### src/mer_pkg.sv
package mer_pkg;

    localparam int AXIS_BITS_DEF  = 10;
    localparam int COORD_BITS_DEF = 13;
    localparam int OUT_TDATA_W    = ((2 * COORD_BITS_DEF + 7) / 8) * 8;

    localparam int CENTER_W   = 12;
    localparam int CLIP_W     = 12;
    localparam int CFG_ADDR_W = 3;
    localparam int IN_TDATA_W = 8;
    localparam int OUT_TUSER_W = 2;

    localparam logic [CFG_ADDR_W-1:0] REG_CENTER_X = 3'd0;
    localparam logic [CFG_ADDR_W-1:0] REG_CENTER_Y = 3'd1;
    localparam logic [CFG_ADDR_W-1:0] REG_SEMI_X   = 3'd2;
    localparam logic [CFG_ADDR_W-1:0] REG_SEMI_Y   = 3'd3;
    localparam logic [CFG_ADDR_W-1:0] REG_CLIP_X   = 3'd4;
    localparam logic [CFG_ADDR_W-1:0] REG_CLIP_Y   = 3'd5;

    localparam logic [CLIP_W-1:0] CLIP_X_RESET = 12'd40;
    localparam logic [CLIP_W-1:0] CLIP_Y_RESET = 12'd30;

    typedef struct packed {
        logic mul_en;
        logic sub;
    } t_arith_ctl;

endpackage

### src/mer_arith.sv
module mer_arith #(
    parameter int DW = 41,
    parameter int MA = 20,
    parameter int MB = 14
) (
    input  logic                     i_clk,
    input  mer_pkg::t_arith_ctl      i_ctl,
    input  logic [MA-1:0]            i_mul_a,
    input  logic signed [MB-1:0]     i_mul_b,
    input  logic signed [DW-1:0]     i_add_a,
    input  logic signed [DW-1:0]     i_add_b,
    output logic signed [MA+MB:0]    o_prod,
    output logic signed [DW-1:0]     o_sum
);
    import mer_pkg::*;

    logic signed [MA+MB:0] prod;

    assign prod  = $signed({1'b0, i_mul_a}) * i_mul_b;
    assign o_sum = i_ctl.sub ? (i_add_a - i_add_b) : (i_add_a + i_add_b);

    always_ff @(posedge i_clk) begin
        if (i_ctl.mul_en) begin
            o_prod <= prod;
        end
    end

endmodule

### src/midpoint_ellipse_rasterizer_core.sv
// Channel   Dir  Handshake                 Payload
// s_*       in   i_s_tvalid / o_s_tready   tdata[0] restart
// m_*       out  o_m_tvalid / i_m_tready   tdata: point_x, point_y; tlast: last_of_step;
//                                          tuser: visible, ellipse_done
// cfg_*     in   i_cfg_we                  i_cfg_addr register index, i_cfg_wdata value
//
// One request at a time; o_s_tready is high only in idle; a finished ellipse stays idle.
// Restart: setup states S0 to S8 on the shared multiplier/adder, an end check, then 4 points.
// Region one step: a check, adder states R1A to R1C, an end check and 4 points; region
// two adds a bottom check, entering it adds multiplier states T0 to T4, the bottom ends
// without points. A point waits in the output register while i_m_tready is low. Reset
// is synchronous: control and configuration take reset values.
module midpoint_ellipse_rasterizer_core #(
    parameter int AXIS_BITS  = mer_pkg::AXIS_BITS_DEF,
    parameter int COORD_BITS = mer_pkg::COORD_BITS_DEF
) (
    input  logic                                      i_clk,
    input  logic                                      i_rst_n,
    input  logic                                      i_s_tvalid,
    output logic                                      o_s_tready,
    input  logic [mer_pkg::IN_TDATA_W-1:0]            i_s_tdata,   // [0] restart
    output logic                                      o_m_tvalid,
    input  logic                                      i_m_tready,
    output logic [((2*COORD_BITS+7)/8)*8-1:0]         o_m_tdata,   // point_x, point_y
    output logic                                      o_m_tlast,
    output logic [mer_pkg::OUT_TUSER_W-1:0]           o_m_tuser,   // visible, ellipse_done
    input  logic                                      i_cfg_we,
    input  logic [mer_pkg::CFG_ADDR_W-1:0]            i_cfg_addr,
    input  logic [((AXIS_BITS > 12) ? AXIS_BITS : 12)-1:0] i_cfg_wdata
);
    import mer_pkg::*;

    localparam int TDATA_W = ((2 * COORD_BITS + 7) / 8) * 8;
    localparam int MA = 2 * AXIS_BITS;
    localparam int MB = AXIS_BITS + 4;
    localparam int PW = MA + MB + 1;
    localparam int DW = 4 * AXIS_BITS + 1;
    localparam int OW = AXIS_BITS + 2;
    localparam int EW = ((OW > CENTER_W) ? OW : CENTER_W) + 1;

    localparam logic [4:0] ST_IDLE  = 5'd0;
    localparam logic [4:0] ST_S0    = 5'd1;
    localparam logic [4:0] ST_S1    = 5'd2;
    localparam logic [4:0] ST_S2    = 5'd3;
    localparam logic [4:0] ST_S3    = 5'd4;
    localparam logic [4:0] ST_S4    = 5'd5;
    localparam logic [4:0] ST_S5    = 5'd6;
    localparam logic [4:0] ST_S6    = 5'd7;
    localparam logic [4:0] ST_S7    = 5'd8;
    localparam logic [4:0] ST_S8    = 5'd9;
    localparam logic [4:0] ST_CHK   = 5'd10;
    localparam logic [4:0] ST_R1A   = 5'd11;
    localparam logic [4:0] ST_R1B   = 5'd12;
    localparam logic [4:0] ST_R1C   = 5'd13;
    localparam logic [4:0] ST_T0    = 5'd14;
    localparam logic [4:0] ST_T1    = 5'd15;
    localparam logic [4:0] ST_T2    = 5'd16;
    localparam logic [4:0] ST_T3    = 5'd17;
    localparam logic [4:0] ST_T4    = 5'd18;
    localparam logic [4:0] ST_R2CHK = 5'd19;
    localparam logic [4:0] ST_R2A   = 5'd20;
    localparam logic [4:0] ST_R2B   = 5'd21;
    localparam logic [4:0] ST_R2C   = 5'd22;
    localparam logic [4:0] ST_END   = 5'd23;
    localparam logic [4:0] ST_EMIT  = 5'd24;

    function automatic logic signed [DW-1:0] div4_trunc(input logic signed [DW-1:0] v);
        logic signed [DW-1:0] q;
        q = v >>> 2;
        if (v[DW-1] && (v[1:0] != 2'b00)) begin
            q = q + DW'(1);
        end
        return q;
    endfunction

    // configuration
    logic [CENTER_W-1:0]  r_cx, r_cy;
    logic [AXIS_BITS-1:0] r_a, r_b;
    logic [CLIP_W-1:0]    r_clx, r_cly;

    // sequencer and ellipse state
    logic [4:0]            r_state, n_state;
    logic [MA-1:0]         r_a2, n_a2, r_b2, n_b2;
    logic signed [DW-1:0]  r_dec, n_dec, r_str, n_str, r_diag, n_diag;
    logic signed [DW-1:0]  r_thr, n_thr, r_inc2, n_inc2, r_tmp, n_tmp;
    logic signed [OW-1:0]  r_x, n_x, r_y, n_y;
    logic                  r_reg2, n_reg2, r_fin, n_fin, r_done, n_done, r_br, n_br;
    logic [1:0]            r_pt, n_pt;

    // output register
    logic                  r_m_valid, n_m_valid;
    logic [COORD_BITS-1:0] r_m_px, n_m_px, r_m_py, n_m_py;
    logic                  r_m_vis, n_m_vis, r_m_last, n_m_last, r_m_done, n_m_done;

    // shared unit
    t_arith_ctl            arith_ctl;
    logic [MA-1:0]         mul_a;
    logic signed [MB-1:0]  mul_b;
    logic signed [DW-1:0]  add_a, add_b, sum;
    logic signed [PW-1:0]  prod;
    logic signed [DW-1:0]  prod_w;

    logic signed [DW-1:0]  a2_w, b2_w, two_a2, two_b2;
    logic signed [MB-1:0]  a_s, b_s, x_s, y_s;
    logic                  dec_neg, dec_pos, diag_lt_thr, load_out;

    logic signed [EW-1:0]  cx_e, cy_e, x_e, y_e, px, py, abs_px, abs_py, clx_e, cly_e;
    logic                  pt_vis;

    mer_arith #(
        .DW (DW),
        .MA (MA),
        .MB (MB)
    ) u_mer_arith (
        .i_clk   (i_clk),
        .i_ctl   (arith_ctl),
        .i_mul_a (mul_a),
        .i_mul_b (mul_b),
        .i_add_a (add_a),
        .i_add_b (add_b),
        .o_prod  (prod),
        .o_sum   (sum)
    );

    assign prod_w = DW'(prod);
    assign a2_w   = DW'({1'b0, r_a2});
    assign b2_w   = DW'({1'b0, r_b2});
    assign two_a2 = a2_w <<< 1;
    assign two_b2 = b2_w <<< 1;
    assign a_s    = MB'({1'b0, r_a});
    assign b_s    = MB'({1'b0, r_b});
    assign x_s    = MB'(r_x);
    assign y_s    = MB'(r_y);

    assign dec_neg     = r_dec[DW-1];
    assign dec_pos     = !r_dec[DW-1] && (r_dec != '0);
    assign diag_lt_thr = r_diag < r_thr;
    assign load_out    = !r_m_valid || i_m_tready;

    // mirrored point: bit 0 of the index flips x, bit 1 flips y
    always_comb begin
        cx_e   = EW'($signed(r_cx));
        cy_e   = EW'($signed(r_cy));
        x_e    = EW'(r_x);
        y_e    = EW'(r_y);
        clx_e  = EW'({1'b0, r_clx});
        cly_e  = EW'({1'b0, r_cly});
        px     = r_pt[0] ? (cx_e - x_e) : (cx_e + x_e);
        py     = r_pt[1] ? (cy_e - y_e) : (cy_e + y_e);
        abs_px = px[EW-1] ? -px : px;
        abs_py = py[EW-1] ? -py : py;
        pt_vis = (abs_px < clx_e) && (abs_py < cly_e);
    end

    always_comb begin
        n_state   = r_state;
        n_a2      = r_a2;
        n_b2      = r_b2;
        n_dec     = r_dec;
        n_str     = r_str;
        n_diag    = r_diag;
        n_thr     = r_thr;
        n_inc2    = r_inc2;
        n_tmp     = r_tmp;
        n_x       = r_x;
        n_y       = r_y;
        n_reg2    = r_reg2;
        n_fin     = r_fin;
        n_done    = r_done;
        n_br      = r_br;
        n_pt      = r_pt;
        n_m_valid = r_m_valid && !i_m_tready;
        n_m_px    = r_m_px;
        n_m_py    = r_m_py;
        n_m_vis   = r_m_vis;
        n_m_last  = r_m_last;
        n_m_done  = r_m_done;
        arith_ctl = '0;
        mul_a     = '0;
        mul_b     = '0;
        add_a     = '0;
        add_b     = '0;

        unique case (r_state)
            ST_IDLE: begin
                if (i_s_tvalid) begin
                    if (i_s_tdata[0]) begin
                        n_state = ST_S0;
                    end else if (!r_fin) begin
                        n_state = ST_CHK;
                    end
                end
            end
            ST_S0: begin
                arith_ctl.mul_en = 1'b1;
                mul_a            = MA'(r_a);
                mul_b            = a_s;
                n_state          = ST_S1;
            end
            ST_S1: begin
                n_a2             = prod[MA-1:0];
                arith_ctl.mul_en = 1'b1;
                mul_a            = MA'(r_b);
                mul_b            = b_s;
                n_state          = ST_S2;
            end
            ST_S2: begin
                n_b2             = prod[MA-1:0];
                arith_ctl.mul_en = 1'b1;
                mul_a            = r_a2;
                mul_b            = MB'(1) - (b_s <<< 2);
                n_state          = ST_S3;
            end
            ST_S3: begin
                add_a            = prod_w;
                add_b            = DW'(2);
                arith_ctl.sub    = 1'b1;
                n_tmp            = sum;
                arith_ctl.mul_en = 1'b1;
                mul_a            = r_a2;
                mul_b            = MB'(2) - (b_s <<< 1);
                n_state          = ST_S4;
            end
            ST_S4: begin
                add_a   = two_b2;
                add_b   = b2_w;
                n_str   = sum;
                n_state = ST_S5;
            end
            ST_S5: begin
                add_a   = r_str;
                add_b   = prod_w;
                n_diag  = sum;
                n_state = ST_S6;
            end
            ST_S6: begin
                add_a   = b2_w;
                add_b   = div4_trunc(r_tmp);
                n_dec   = sum;
                n_state = ST_S7;
            end
            ST_S7: begin
                // region one ends once the diagonal increment reaches this
                add_a   = r_str;
                add_b   = two_a2;
                n_thr   = sum;
                n_state = ST_S8;
            end
            ST_S8: begin
                add_a   = two_a2;
                add_b   = two_b2;
                n_inc2  = sum;
                n_x     = '0;
                n_y     = OW'({1'b0, r_b});
                n_reg2  = 1'b0;
                n_fin   = 1'b0;
                n_state = ST_END;
            end
            ST_CHK: begin
                if (!r_reg2 && diag_lt_thr) begin
                    n_state = ST_R1A;
                end else if (!r_reg2) begin
                    n_state = ST_T0;
                end else begin
                    n_state = ST_R2CHK;
                end
            end
            ST_R1A: begin
                n_br    = dec_neg;
                add_a   = r_dec;
                add_b   = dec_neg ? r_str : r_diag;
                n_dec   = sum;
                n_x     = r_x + OW'(1);
                if (!dec_neg) begin
                    n_y = r_y - OW'(1);
                end
                n_state = ST_R1B;
            end
            ST_R1B: begin
                add_a   = r_str;
                add_b   = two_b2;
                n_str   = sum;
                n_state = ST_R1C;
            end
            ST_R1C: begin
                add_a   = r_diag;
                add_b   = r_br ? two_b2 : r_inc2;
                n_diag  = sum;
                n_state = ST_END;
            end
            ST_T0: begin
                arith_ctl.mul_en = 1'b1;
                mul_a            = r_a2;
                mul_b            = (y_s <<< 2) - MB'(3);
                n_state          = ST_T1;
            end
            ST_T1: begin
                add_a            = prod_w;
                add_b            = DW'(2);
                n_tmp            = sum;
                arith_ctl.mul_en = 1'b1;
                mul_a            = r_b2;
                mul_b            = (x_s <<< 2) + MB'(3);
                n_state          = ST_T2;
            end
            ST_T2: begin
                add_a            = r_tmp;
                add_b            = prod_w;
                n_tmp            = sum;
                arith_ctl.mul_en = 1'b1;
                mul_a            = r_a2;
                mul_b            = MB'(3) - (y_s <<< 1);
                n_state          = ST_T3;
            end
            ST_T3: begin
                add_a            = r_dec;
                add_b            = div4_trunc(r_tmp);
                arith_ctl.sub    = 1'b1;
                n_dec            = sum;
                n_str            = prod_w;
                arith_ctl.mul_en = 1'b1;
                mul_a            = r_b2;
                mul_b            = (x_s <<< 1) + MB'(2);
                n_state          = ST_T4;
            end
            ST_T4: begin
                add_a   = r_str;
                add_b   = prod_w;
                n_diag  = sum;
                n_reg2  = 1'b1;
                n_state = ST_R2CHK;
            end
            ST_R2CHK: begin
                // bottom reached: end without points
                if (r_y <= OW'(0)) begin
                    n_fin   = 1'b1;
                    n_state = ST_IDLE;
                end else begin
                    n_state = ST_R2A;
                end
            end
            ST_R2A: begin
                n_br    = dec_pos;
                add_a   = r_dec;
                add_b   = dec_pos ? r_str : r_diag;
                n_dec   = sum;
                n_y     = r_y - OW'(1);
                if (!dec_pos) begin
                    n_x = r_x + OW'(1);
                end
                n_state = ST_R2B;
            end
            ST_R2B: begin
                add_a   = r_str;
                add_b   = two_a2;
                n_str   = sum;
                n_state = ST_R2C;
            end
            ST_R2C: begin
                add_a   = r_diag;
                add_b   = r_br ? two_a2 : r_inc2;
                n_diag  = sum;
                n_state = ST_END;
            end
            ST_END: begin
                n_done  = (r_y == OW'(0)) && (r_reg2 || !diag_lt_thr);
                n_pt    = '0;
                n_state = ST_EMIT;
            end
            ST_EMIT: begin
                if (load_out) begin
                    n_m_valid = 1'b1;
                    n_m_px    = COORD_BITS'(px);
                    n_m_py    = COORD_BITS'(py);
                    n_m_vis   = pt_vis;
                    n_m_last  = (r_pt == 2'd3);
                    n_m_done  = r_done;
                    n_pt      = r_pt + 2'd1;
                    if (r_pt == 2'd3) begin
                        n_fin   = r_fin || r_done;
                        n_state = ST_IDLE;
                    end
                end
            end
            default: begin
                n_state = ST_IDLE;
            end
        endcase
    end

    always_ff @(posedge i_clk) begin
        if (!i_rst_n) begin
            r_state   <= ST_IDLE;
            r_reg2    <= 1'b0;
            r_fin     <= 1'b1;
            r_m_valid <= 1'b0;
            r_cx      <= '0;
            r_cy      <= '0;
            r_a       <= AXIS_BITS'(1);
            r_b       <= AXIS_BITS'(1);
            r_clx     <= CLIP_X_RESET;
            r_cly     <= CLIP_Y_RESET;
        end else begin
            r_state   <= n_state;
            r_reg2    <= n_reg2;
            r_fin     <= n_fin;
            r_m_valid <= n_m_valid;
            if (i_cfg_we) begin
                unique case (i_cfg_addr)
                    REG_CENTER_X: r_cx  <= i_cfg_wdata[CENTER_W-1:0];
                    REG_CENTER_Y: r_cy  <= i_cfg_wdata[CENTER_W-1:0];
                    REG_SEMI_X:   r_a   <= i_cfg_wdata[AXIS_BITS-1:0];
                    REG_SEMI_Y:   r_b   <= i_cfg_wdata[AXIS_BITS-1:0];
                    REG_CLIP_X:   r_clx <= i_cfg_wdata[CLIP_W-1:0];
                    REG_CLIP_Y:   r_cly <= i_cfg_wdata[CLIP_W-1:0];
                    default: begin
                    end
                endcase
            end
        end
    end

    always_ff @(posedge i_clk) begin
        r_a2     <= n_a2;
        r_b2     <= n_b2;
        r_dec    <= n_dec;
        r_str    <= n_str;
        r_diag   <= n_diag;
        r_thr    <= n_thr;
        r_inc2   <= n_inc2;
        r_tmp    <= n_tmp;
        r_x      <= n_x;
        r_y      <= n_y;
        r_done   <= n_done;
        r_br     <= n_br;
        r_pt     <= n_pt;
        r_m_px   <= n_m_px;
        r_m_py   <= n_m_py;
        r_m_vis  <= n_m_vis;
        r_m_last <= n_m_last;
        r_m_done <= n_m_done;
    end

    assign o_s_tready = (r_state == ST_IDLE);
    assign o_m_tvalid = r_m_valid;
    assign o_m_tdata  = TDATA_W'({r_m_py, r_m_px});
    assign o_m_tlast  = r_m_last;
    assign o_m_tuser  = {r_m_done, r_m_vis};

endmodule

### config.mk
export PLATFORM = sky130hd
export DESIGN_NAME = midpoint_ellipse_rasterizer_core
export DESIGN_NICKNAME = d
export VERILOG_FILES = /design/src/mer_pkg.sv /design/src/mer_arith.sv /design/src/midpoint_ellipse_rasterizer_core.sv
export SDC_FILE = /design/constraint.sdc
export NUM_CORES = 2
export LEC_CHECK = 0
export BUFFER_PORTS_ARGS = -buffer_cell sky130_fd_sc_hd__buf_2
export CAP_MARGIN = 20
export CORE_MARGIN = 2
export CORE_UTILIZATION = 60
export CTS_CLUSTER_SIZE = 30
export DETAILED_ROUTE_END_ITERATION = 10
export PLACE_DENSITY = 0.82
export SLEW_MARGIN = 40
export SYNTH_ARGS = -nofsm -noshare
export SYNTH_HDL_FRONTEND = slang
export SYNTH_HIERARCHICAL = 1
export SYNTH_SLANG_ARGS = --single-unit
### constraint.sdc
create_clock -name i_clk -period 14.15 [get_ports i_clk]
set_input_delay 3.5375 -clock i_clk [delete_from_list [all_inputs] [get_ports i_clk]]
set_output_delay 3.5375 -clock i_clk [all_outputs]
set_load 0.02 [all_outputs]
======== Yosys cells after proc, flatten, opt, wreduce, memory -nomap -nowiden ========
Cells that the tools add are included.
operators by class
  mux-type cells .......................... 40
  magnitude comparators ................... 4
  add/subtract/negate cells ............... 18
  multipliers ............................. 1
  equality and inequality tests ........... 37
  reductions and logical operators ........ 54
operators by type and width
  cell                                                             number
  41-bit case mux with 10 select lines                             1
  41-bit case mux with 8 select lines                              1
  41-bit 2-to-1 mux                                                6
  5-bit case mux with 23 select lines                              1
  14-bit case mux with 8 select lines                              1
  41-bit case mux with 2 select lines                              1
  20-bit case mux with 4 select lines                              1
  12-bit case mux with 3 select lines                              2
  13-bit 2-to-1 mux                                                4
  5-bit == test, second input constant                             9
  41-bit adder                                                     1
  41-bit < comparator                                              1
  41-bit nonzero test                                              1
  41-bit subtractor                                                1
  39-bit by 2-bit adder with 40-bit output, second input constant  1
  5-bit by 4-bit == test with 1-bit output, second input constant  8
  5-bit 2-to-1 mux                                                 8
  21-bit by 14-bit multiplier with 35-bit output                   1
  12-bit by 12-bit adder with 13-bit output                        2
  13-bit < comparator                                              2
  13-bit negation                                                  2
  12-bit by 12-bit subtractor with 13-bit output                   2
  12-bit 2-to-1 mux                                                2
  5-bit by 3-bit == test with 1-bit output, second input constant  4
  38 further kinds                                                 91
word-level totals
  bits in registers ....................... 454
  output and inout port bits .............. 37
  word-level logic and storage cells ...... 183
  input port bits ......................... 28

======== Depth between registers and ports, before layout ========
  depth in word-level cells ............... 7
  gate-level depth with buffers ........... 33
  mapped depth without buffers ............ 31

======== Hierarchy ========
The synthesis kept the hierarchy.
by module, submodules not included
  module                            area each (um^2)  seq. area each (um^2)  times used  cells each
  midpoint_ellipse_rasterizer_core  23709.0           11821.3                1           2321
  mer_arith                         13795.7           1051.0                 1           1639

======== Least setup slack after synthesis ========
Ideal clock, no wire load.
  path type ............................... reg2reg
  from .................................... reg r_y[2]
  to ...................................... reg u_mer_arith.o_prod[31] (data pin)
  slack ................................... 5.521 ns
  stages on the path, launching flop included .. 31
  data arrival time ....................... 8.491 ns
  clock period less this slack ............ 8.629 ns
  path buffers ............................ 2
  setup time .............................. 0.138 ns
  required time ........................... 14.012 ns
  cells stage by stage .................... edfxtp_1 clkbuf_1 inv_1 ha_1 a21boi_1 nand2_1 or3_1 or3_1 nor3_1 xnor2_1 o21ai_0 inv_1 clkbuf_1 nor2_1 fa_1 fa_1 fa_1 fa_1 fa_1 inv_1 fa_1 inv_1 ha_1 a21o_1 o21bai_1 a311oi_1 nor3b_1 a211o_1 a31oi_1 or4_1 nand4_1
between the ends
  longest elaborated chain between the ends .. 3
  elaborated cells between the ends (all ways) .. 4
RTL lines
  item                                                                                                                   RTL line                                                                          RTL
  start: declaration                                                                                                     midpoint_ellipse_rasterizer_core.sv:86                                            logic signed [OW-1:0] r_x, n_x, r_y, n_y;
  start signal: assignment                                                                                               midpoint_ellipse_rasterizer_core.sv:433                                           r_y <= n_y;
  14-bit by 3-bit subtractor with 14-bit output / 3-bit by 13-bit subtractor with 14-bit output (equally long branches)  midpoint_ellipse_rasterizer_core.sv:294, midpoint_ellipse_rasterizer_core.sv:312
  14-bit case mux with 8 select lines (*)                                                                                midpoint_ellipse_rasterizer_core.sv:184                                           unique case (r_state)
  via mul_b[13]                                                                                                          midpoint_ellipse_rasterizer_core.sv:98                                            logic signed [MB-1:0] mul_b;
  21-bit by 14-bit multiplier with 35-bit output (*)                                                                     mer_arith.sv:19                                                                   assign prod = $signed({1'b0, i_mul_a}) * i_mul_b;
  via u_mer_arith.prod[31]                                                                                               mer_arith.sv:17                                                                   logic signed [MA+MB:0] prod;
  end signal: assignment                                                                                                 mer_arith.sv:24                                                                   o_prod <= prod;
  end: declaration                                                                                                       mer_arith.sv:12                                                                   output logic signed [MA+MB:0] o_prod,
Mark *: on every way through the listed nets, which the timed path passes. The rest lies on a longest branch.
A chain may end at the register's enable or synchronous reset.

======== Worst setup path after layout ========
  from .................................... reg r_state[2]
  to ...................................... reg u_mer_arith.o_prod[34] (data pin)
between the ends
  longest elaborated chain between the ends .. 4
  elaborated cells between the ends (all ways) .. 13
RTL lines
  item                                                                       RTL line                                 RTL
  start: declaration                                                         midpoint_ellipse_rasterizer_core.sv:82   logic [4:0] r_state, n_state;
  start signal: assignment                                                   midpoint_ellipse_rasterizer_core.sv:404  r_state <= n_state;
  5-bit == test (tied with other cells)                                      midpoint_ellipse_rasterizer_core.sv:184
  4-bit OR reduction (no line) / 2-bit OR reduction (equally long branches)  --
  20-bit case mux with 4 select lines (*)                                    midpoint_ellipse_rasterizer_core.sv:184
  via mul_a[5]                                                               midpoint_ellipse_rasterizer_core.sv:97   logic [MA-1:0] mul_a;
  21-bit by 14-bit multiplier with 35-bit output (*)                         mer_arith.sv:19
  via u_mer_arith.prod[34]                                                   mer_arith.sv:17
Marks and branches as above.

==> impl_metrics.ini <==
[timing]
finalHoldViolations = 0
period_share_pct = 69.4
min_period_ns = 9.82
worstMarginPinSlew_ns = 0.858
drv_slew = 0
rsz0062_at_grt = false
worst_slack_ns = 4.33
fin_setup_tns_ns = 0
slew_headroom_pct = 42.0
timing.fmax_ghz = 0.102
skew_ns = 0.0694
setup_violations = 0

[logic_synthesis]
ys_seq_area_share_pct = 34.3
ys.flop_type = edfxtp_1
synthTopCellsByCount = nand2_1, inv_1, edfxtp_1
async_reset_ff_share_pct = 0
synth-compound-area-share_pct = 15.0
synth_area_per_cell_sq_um = 9.47
synthXorXnorAreaFrac_pct = 5.76
synthMuxAreaShare_pct = 2.53
syn_inst = 3960
synth_cell_types = 94
ys_ff_latch = 454
netlist.top_cell.by_area = edfxtp_1
synth.most_common_cell = nand2_1
synthAdderAreaFrac_pct = 20.2
synth-edff-count = 378
yosys.area_share.simple_pct = 15.9
syn_area_sq_um = 37500
synth_top_family_by_area = adder cells
synth.area.top_cells = edfxtp_1, fa_1, ha_1, nand2_1, dfxtp_1
synth_warnings = 6
synth_top_area_share_pct = 30.3

[floorplan]
core_sq_um = 61700
ios = 65
initial_core_util_pct = 60.8
die_x_microns = 254
dieArea_sq_um = 64500
row_count = 91
die_h_microns = 254

[routing]
vias = 31100
first_iter_violations = 3990
drc = 0
wirelength_microns = 107000
viasPerCell = 6.51
wl_per_cell_microns = 22.4
dr.pass1.iters = 10
antenna_left = 0

[clock_network]
cts_tree = built
ctsHoldBuffers = 0
path_clk_slew_ns = 0.07
cts-root-buf = clkbuf_16
htree_levels = 2
cts_resized = 0
cts_buffers = 47
clk_latency_ns = 0.64
post_cts_buffers = 0
cts_buffer_depth = 3
cts_sinks = 454

[power]
power_density_nw_per_um2 = 223
p_leak_nw = 16.8
peakVddDrop_uv = 260

[cells_and_area]
antenna_cells = 0
post_route_cells_drive_above_1_share_pct = 6.76
syn_to_final_growth_pct = 7.09
nNetsFinal = 4400
fillers = 4861

[placement]
preCtsSetupSlack_ns = 4.38
dpl.hpwl_microns = 75300
portBuffers = 51
globalplace.congestion = 0.962

[min_path]
worst_hold_path_type = reg -> reg

[global_routing]
grt_max_degree = 66
grt_pass1_wl_microns = 168000
grt_overflow_total = 0
antenna_found_initial = 0
grt_pass1_vias = 30200
grt_usage_pct = 33.3

[setup_path]
max_stage_delay_ns = 0.82
worst_path_max_delay_cell = a221o_1
crit_chain = inv_1 > nand3_1 > nand2_1 > a221o_1 > and2_1 > fa_1 > inv_1 > fa_1 > inv_1 > fa_1 > inv_1 > fa_1 > fa_1 > inv_1 > fa_1 > ha_1 > nand2_1 > nor3_1 > a211oi_1 > o31ai_2 > a31oi_1 > nor3b_1 > nor4_1 > a211oi_1
path_max_fanout = 20
crit_type = reg -> reg
cp.required_ns = 14.52
cp-end-kind = flop
critPathArrivalTime_ns = 10.19
start_kind = flop
crit_family = adder cells
critical_path_buf_inv_count = 5
crit_top_cell = fa_1

[status]
status = completed

[flow_run]
cap_violations = 0
## per-layer routing
layer	GRT usage (%)	wire length, microns
met5	0	0
met4	15.0	4910
met3	7.56	12000
met2	51.8	48300
met1	44.7	41500
## final cells by class
type,count,area [sq um],share of cell area [%]
inverters,393,1480,3.68
multi-input cells,2901,22500,56.0
clock buffers,51,1190,2.97
repair buffers,99,623,1.55
flip-flops and latches,454,12900,32.1
well taps,837,1050,2.61
clock inverters,35,450,1.12
## sequential cells by signal, indices dropped and copies added, names as in the netlist, 12 cells and up
name / cells
r_b2: 20
r_m_py: 13
r_tmp: 41
r_x: 12
r_cy: 12
r_a2: 20
r_str: 41
r_thr: 41
r_m_px: 13
r_cly: 12
u_mer_arith/o_prod: 35
r_dec: 41
r_inc2: 41
r_clx: 12
r_diag: 41
r_y: 12
r_cx: 12
## logic make-up (layout without fill, tap and decap cells)
kind of cell	count (synthesis)	count (layout)
xor+xnor	246	246
fa+ha+maj	476	476
buf+inv	610	578
simple gates	1265	1265
mux	92	92
other cells	1	6
flops	454	454
compound gates	816	816
## path summary, 6_finish.rpt
| check | start | endpoint | slack [ns] | cells after the start |
|---|---|---|---|---|
| worst max register to register | r_state[2] | u_mer_arith/o_prod[34] | 4.33 | 24 |
| worst min-delay path | r_cy[0] | r_cy[0] | 0.46 | 2 |
| worst max-delay path | r_state[2] | u_mer_arith/o_prod[34] | 4.33 | 24 |
| worst min register to register | r_cy[0] | r_cy[0] | 0.46 | 2 |
## placed cells by master (no fill, tap or decap), types with 38 or more instances in the layout
cell	n
buf_4	46
a21o_1	52
edfxtp_1	378
inv_1	389
clkbuf_16	47
o21ai_0	86
nand4_1	48
fa_1	217
nor2_1	190
dfxtp_1	75
and2_1	155
a221o_1	38
nor3_1	47
mux2i_1	69
xnor2_1	156
xor2_1	88
ha_1	259
buf_2	51
nand3_1	63
nand2_1	566
a22oi_1	79
a21oi_1	230
## metrics by stage
| step | power [mW] | cells | util [%] | hold WS, ns | area (sq um) |
|---|---|---|---|---|---|
| after floorplan | 6.09 | 3965 | - | 0.427 | 37500 |
| after global placement | 7.31 | 4681 | 62.3 | 0.440 | 38400 |
| after detailed placement | 7.42 | 4682 | 62.4 | 0.448 | 38500 |
| after CTS | 8.76 | 4768 | 65.0 | 0.456 | 40100 |
| after global routing | 9.44 | 4770 | 65.1 | 0.477 | 40200 |
| final | 8.97 | 4770 | 65.1 | 0.457 | 40200 |
## tightest hold or removal path, stage by stage (launching register included)
cell	delay (ns)
dfxtp_1	0.31
nand2_1	0.05
a21oi_1	0.05
## report_power, final
group | internal [mW] | switching (mW)
Clock | 0.750 | 0.577
Sequential | 2.51 | 0.223
Combinational | 1.59 | 3.32
Note: power is estimated with default switching activity, not from simulation.
